[src/rtl/core/fbc_pkg.sv]
// Shared types and constants of the frustum box cull unit.
package fbc_pkg;

  // Coordinate and coefficient word width (Q format, signed)
  localparam int unsigned COORD_W = 32;

  // Opcodes carried in the input tuser
  localparam logic [1:0] OP_LOAD_PLANE = 2'd0;
  localparam logic [1:0] OP_LOAD_POINT = 2'd1;
  localparam logic [1:0] OP_TEST       = 2'd2;

  // Result kinds carried in the output tuser
  localparam logic [1:0] KIND_VISIBLE = 2'd0;
  localparam logic [1:0] KIND_PLANE   = 2'd1;
  localparam logic [1:0] KIND_CORNER  = 2'd2;

  // Table sizes and sequencer limits
  localparam logic [2:0] LAST_PLANE = 3'd5;
  localparam logic [2:0] LAST_POINT = 3'd7;
  localparam logic [1:0] LAST_AXIS  = 2'd2;
  localparam logic [2:0] LAST_TERM  = 3'd5;

  // Control of the shared multiply-accumulate unit
  typedef struct packed {
    logic load;   // start a new sum from the plane offset
    logic issue;  // launch one product this cycle
  } mac_ctrl_t;

endpackage

[src/rtl/core/fbc_mac.sv]
// Shared MAC unit: one product per cycle while issued, shifted and summed.
module fbc_mac #(
  parameter int unsigned FRAC_BITS = 16
) (
  input  logic                                clk_i,
  input  logic                                rst_ni,
  input  fbc_pkg::mac_ctrl_t                  ctrl_i,
  input  logic signed [fbc_pkg::COORD_W:0]    op_a_i,
  input  logic signed [fbc_pkg::COORD_W-1:0]  op_b_i,
  input  logic signed [fbc_pkg::COORD_W-1:0]  init_i,
  output logic                                neg_o
);
  import fbc_pkg::*;

  // Full product of a 33-bit and a 32-bit signed operand
  localparam int unsigned PROD_W = 2 * COORD_W + 1;
  // Shifted product plus headroom for the offset and six terms
  localparam int unsigned ACC_W  = PROD_W - FRAC_BITS + 3;

  logic signed [PROD_W-1:0] prod_d, prod_q;
  logic                     prod_vld_q;
  logic signed [PROD_W-1:0] prod_sh;
  logic signed [ACC_W-1:0]  term;
  logic signed [ACC_W-1:0]  acc_sum;
  logic signed [ACC_W-1:0]  acc_d, acc_q;

  // Multiply stage
  assign prod_d = op_a_i * op_b_i;

  // Truncate toward minus infinity, then narrow (dropped bits are sign copies)
  assign prod_sh = prod_q >>> FRAC_BITS;
  assign term    = prod_sh[ACC_W-1:0];

  // Add the pending product to the running sum
  assign acc_sum = prod_vld_q ? acc_q + term : acc_q;
  assign acc_d   = ctrl_i.load ? ACC_W'(init_i) : acc_sum;
  assign neg_o   = acc_sum[ACC_W-1];

  // Track whether the product register holds a live term
  always_ff @(posedge clk_i or negedge rst_ni) begin
    if (!rst_ni) begin
      prod_vld_q <= 1'b0;
    end else begin
      prod_vld_q <= ctrl_i.issue;
    end
  end

  // Hold product and sum
  always_ff @(posedge clk_i) begin
    if (ctrl_i.issue) begin
      prod_q <= prod_d;
    end
    acc_q <= acc_d;
  end

endmodule

[config.mk]
export PLATFORM = sky130hd
export DESIGN_NAME = fbc_mac
export DESIGN_NICKNAME = d
export VERILOG_FILES = /design/src/rtl/core/fbc_pkg.sv /design/src/rtl/core/fbc_mac.sv
export SDC_FILE = /design/constraint.sdc
export NUM_CORES = 2
export LEC_CHECK = 0
export ABC_CLOCK_PERIOD_IN_PS = 7600
export BUFFER_PORTS_ARGS = -buffer_cell sky130_fd_sc_hd__buf_2
export CAP_MARGIN = 15
export CORE_MARGIN = 4
export CORE_UTILIZATION = 57
export CTS_CLUSTER_SIZE = 24
export DETAILED_ROUTE_END_ITERATION = 10
export PLACE_DENSITY = 0.74
export SLEW_MARGIN = 10
export SYNTH_ARGS = -nofsm -noshare
export SYNTH_HDL_FRONTEND = slang
export SYNTH_SLANG_ARGS = --single-unit
[constraint.sdc]
create_clock -name clk_i -period 7.6 [get_ports clk_i]
set_input_delay 0.76 -clock clk_i [delete_from_list [all_inputs] [get_ports clk_i]]
set_output_delay 0.76 -clock clk_i [all_outputs]
set_load 0.1 [all_outputs]
# Word-level counts from Yosys, hierarchy flattened
# Cells that the tools add are included.
dict set report op_classes {
  add_sub_neg 1
  n_mul 1
  muxes 2
  reduce_logical 1
}
# operator n
set op_table {}
lappend op_table {{$mux 52} 2}
lappend op_table {{$mul 33x32->65} 1}
lappend op_table {{$add 52x49->52} 1}
lappend op_table {{$reduce_bool 2->1} 1}
dict set report word_totals {
  register_bits 118
  out_inout_bits 1
  wordCells 9
}

# Longest topological paths before layout
dict set report depth {
  ltp_word 3
  ltp_mapped 28
  mapped_depth_nobuf 27
}

# Worst setup path before layout
# Ideal clock, no wire load.
dict set report synth_timing {
  kind {input -> register}
  startpoint {in op_a_i[32] in the netlist's numbering}
  endpoint {reg prod_q[61], data pin}
  setup_time_ns 0.180
  arrival_ns 8.152
  required_time_ns 7.420
  path_slack_ns -0.732
  cell_stages 25
  n_path_buf 1
  cell_sequence {clkbuf_1 > nand2_1 > inv_1 > fa_1 > fa_1 > fa_1 > inv_1 > fa_1 > inv_1 > fa_1 > inv_1 > fa_1 > fa_1 > fa_1 > inv_1 > ha_1 > a21o_1 > a21o_1 > a21oi_1 > nand3b_1 > or3_4 > nand2_2 > o21ai_2 > o31a_1 > o311ai_1}
}
dict set report synth_via {
  elab_chain_cells 1
}
# item line
set synth_lines {}
lappend synth_lines {{start, declared} fbc_mac.sv:8} ;# input logic signed [fbc_pkg::COORD_W:0] op_a_i,
lappend synth_lines {{$mul 33x32->65} fbc_mac.sv:28} ;# assign prod_d = op_a_i * op_b_i;
lappend synth_lines {{net prod_d[61]} fbc_mac.sv:20} ;# logic signed [PROD_W-1:0] prod_d, prod_q;
lappend synth_lines {{end signal, assigned} fbc_mac.sv:51} ;# prod_q <= prod_d;
lappend synth_lines {{end, declared} fbc_mac.sv:20}
# The timed path passes the listed nets, and every way through them passes these cells.
# A chain may end at the register's enable or synchronous reset.

# Worst setup path in the final report
dict set report layout_timing {
  startpoint {in op_a_i[12] in the netlist's numbering}
  endpoint {reg prod_q[59], data pin}
}
# The elaborated chain is that of the path after synthesis.

==> metrics.txt <==
Routed WL 115.5 mm; clk_skew roughly 0.015 ns; mean post-synth cell area ~9.6 um^2; wire length per cell roughly 20 um; Hold-fix buffers, CTS 0; Max FO, Critical Path 12; I/O Buffers between 100 and 150; Final setup viols 5; Peak Freq between 0.1 and 0.15 GHz; grt total ovfl 0; Vias about 32,000; maximum clock path buffer count 2; Residual DRC 0; Post-synth EDFFs 100; Clock transition at path regs about 0.080 ns; die height ~280 um; unrepaired setup endpoints after global routing true; CP most frequent cell fa_1; Yosys Warn Count 0; vias in the first global route 35,139; initial antenna violation count 2; max_cap viols 0; crit share post-route 1.011; gp weighted congestion about 0.95; Seq/Total Area, Yosys 0.07164; vias per inst around 5.5; Cell Area, Synth ~43,000 um^2; Synth Register Bits 102; dpl hpwl between 90 and 100 mm; clock sink total approximately 100; met3 track utilization from global routing 0.04145; worst hold path class in -> async; fin util 0.6616; Initial Util 0.5792; pin count of the biggest net entering global routing between 50 and 60; M1 GR Usage 0.4065; num rows 99; Fill cells about 5,700; Die Area between 70,000 and 80,000 um^2; relative slew slack 0.3960; layout cells sized above 1 0.1523; cts bufs inserted 9; first-pass GRT wire length ~190 mm; Root Driver clkbuf_16; WS Path Type in -> reg; Post-Layout Cell Count about 5,700; area grow syn2layout 14.23%; outcome complete, but fails checks; initial DRC count around 2,400; violated checks setup timing; Final #Nets 6,215; crit path launch type primary input; commonest non-fill, non-tap cells in the layout fa_1 (1,072), inv_1 (970), nand2_1 (596); antenna viol nets, final 0; detailed-router iteration count before antenna repair 5; core area roughly 73,000 um^2; final non-filler cell area between 40,000 and 50,000 um^2; H-tree depth 3; synth unique cells 75; TritonCTS clock tree done; final hold viol count 0; CP Capture Type flop; net count of the mapped netlist about 6,000; met2 usage 0.5151; die width about 280 um; dpl cells between 5,000 and 6,000; Tot GR Track Use 0.3036; post-route setup slack -0.08331 ns; Worst path max stage delay 0.59 ns; Clk Latency, worst-skew pair about 0.37 ns; slowest stage cell, crit path fa_2; main flop type after synthesis edfxtp_1; GR peak layer met2; CP required 7.72 ns; Post-DP Area between 40,000 and 50,000 um^2; Final Slew Violations 0; worst-margin pin slew between 0.9 and 1 ns; commonest non-fill, non-tap cell in the layout fa_1; cell count after synthesis approximately 4,400; # IOs ~100; asr flop ratio synth 0.009804; CP Data Arrival Time between 7 and 8 ns; Tmin final about 7.7 ns
## critical path, delay by kind of cell
family	cells	cell delay, ns
buffers and inverters	6	0.74
AND/OR/NAND/NOR	4	1.01
adder cells (fa/ha/maj)	9	4.11
AO/OA/AOI/OAI	5	1.03
XOR/XNOR	1	0.17
## worst paths after layout
path	start	to	slack [ns]	depth (start not counted)
hold reg to reg	acc_q[51]$_DFF_P_	acc_q[51]$_DFF_P_	0.65	3
min in group clk_i	acc_q[51]$_DFF_P_	acc_q[51]$_DFF_P_	0.65	3
max in group asynchronous	rst_ni	prod_vld_q$_DFF_PN0_	7.37	1
setup / recovery	op_a_i[12]	prod_q[59]$_DFFE_PP_	-0.08	25
setup reg to reg	prod_q[16]$_DFFE_PP_	acc_q[48]$_DFFE_PP_	3.85	12
hold / removal	rst_ni	prod_vld_q$_DFF_PN0_	0.15	1
## synth_stat cells (4+ instances only)
| cell | number | area share |
|---|---|---|
| and2_1 | 516 | 0.076 |
| xor2_1 | 47 | 0.0097 |
| o21bai_1 | 18 | 0.0032 |
| nand4_1 | 18 | 0.0026 |
| ha_1 | 233 | 0.069 |
| nor3_1 | 11 | 0.0013 |
| a21o_1 | 67 | 0.012 |
| clkbuf_1 | 218 | 0.019 |
| inv_1 | 986 | 0.087 |
| nand2_1 | 607 | 0.054 |
| a221oi_1 | 6 | 0.0012 |
| o21ai_0 | 82 | 0.0096 |
| xnor2_1 | 60 | 0.012 |
| nor2b_1 | 7 | 0.0010 |
| nand2b_1 | 17 | 0.0025 |
| or2_2 | 5 | 0.00074 |
| a21oi_1 | 93 | 0.011 |
| nand3_1 | 19 | 0.0022 |
| a41oi_1 | 4 | 0.00082 |
| a211oi_1 | 9 | 0.0016 |
| o31a_1 | 4 | 0.00082 |
| and3_1 | 12 | 0.0018 |
| fa_1 | 1112 | 0.52 |
| nor2_1 | 71 | 0.0063 |
| o21a_1 | 10 | 0.0018 |
| edfxtp_1 | 100 | 0.071 |
| a31oi_1 | 10 | 0.0015 |
| o21ai_1 | 11 | 0.0013 |
## metrics by stage
| step | setup slack [ns] | TNS [ns] | hold slack [ns] |
|---|---|---|---|
| after detailed placement | -1.309 | -26.87 | 0.5353 |
| after global placement | -1.144 | -20.66 | 0.5357 |
| after CTS | -0.06460 | -0.2193 | 0.1354 |
| after global routing | -0.2515 | -1.870 | 0.1373 |
| final | -0.08331 | -0.1885 | 0.1455 |
| after floorplan | -0.3275 | -1.160 | 0.4644 |
## per-layer routing
metal  wire, um  part of all wire
met1      45890              0.40
met2      55900              0.48
met3       8430             0.073
met4       5300             0.046
met5         15           0.00013
## registers in the layout, summed over array words and instances, names as in the netlist
| name | cells |
|---|---|
| acc_q | 52 |
| prod_q | 49 |
| prod_vld_q | 1 |
## layout make-up
type	instances	area, um^2	area share
clock inverters	6	63.81	0.001313
well taps	959	1200	0.02469
inverters	987	3709	0.07631
multi-input cells	3117	35540	0.7314
diodes	1	2.502	0.00005149
flip-flops and latches	102	3048	0.06272
clock buffers	10	229.0	0.004712
repair buffers	552	4803	0.09884
## repair_timing
action	4_1_cts	5_1_grt
pin swaps	77	84
endpoints found under the setup margin	32	24
buffers inserted	27	10
gates cloned	6	2
gates resized for setup	164	115
## kinds of logic (layout without fill, tap and decap cells)
kind of cell	Yosys count	in the layout	synth area share
simple gates	1302	1302	0.1515
compound gates	363	363	0.05658
buf+inv	1207	1555	0.1065
xor+xnor	107	107	0.02203
other cells	0	1	0
flops	102	102	0.07164
fa+ha+maj	1345	1345	0.5918
Power is left out: the tool's default activity adds up to more than one toggle a clock period on the data nets, which glitch-free logic cannot reach.
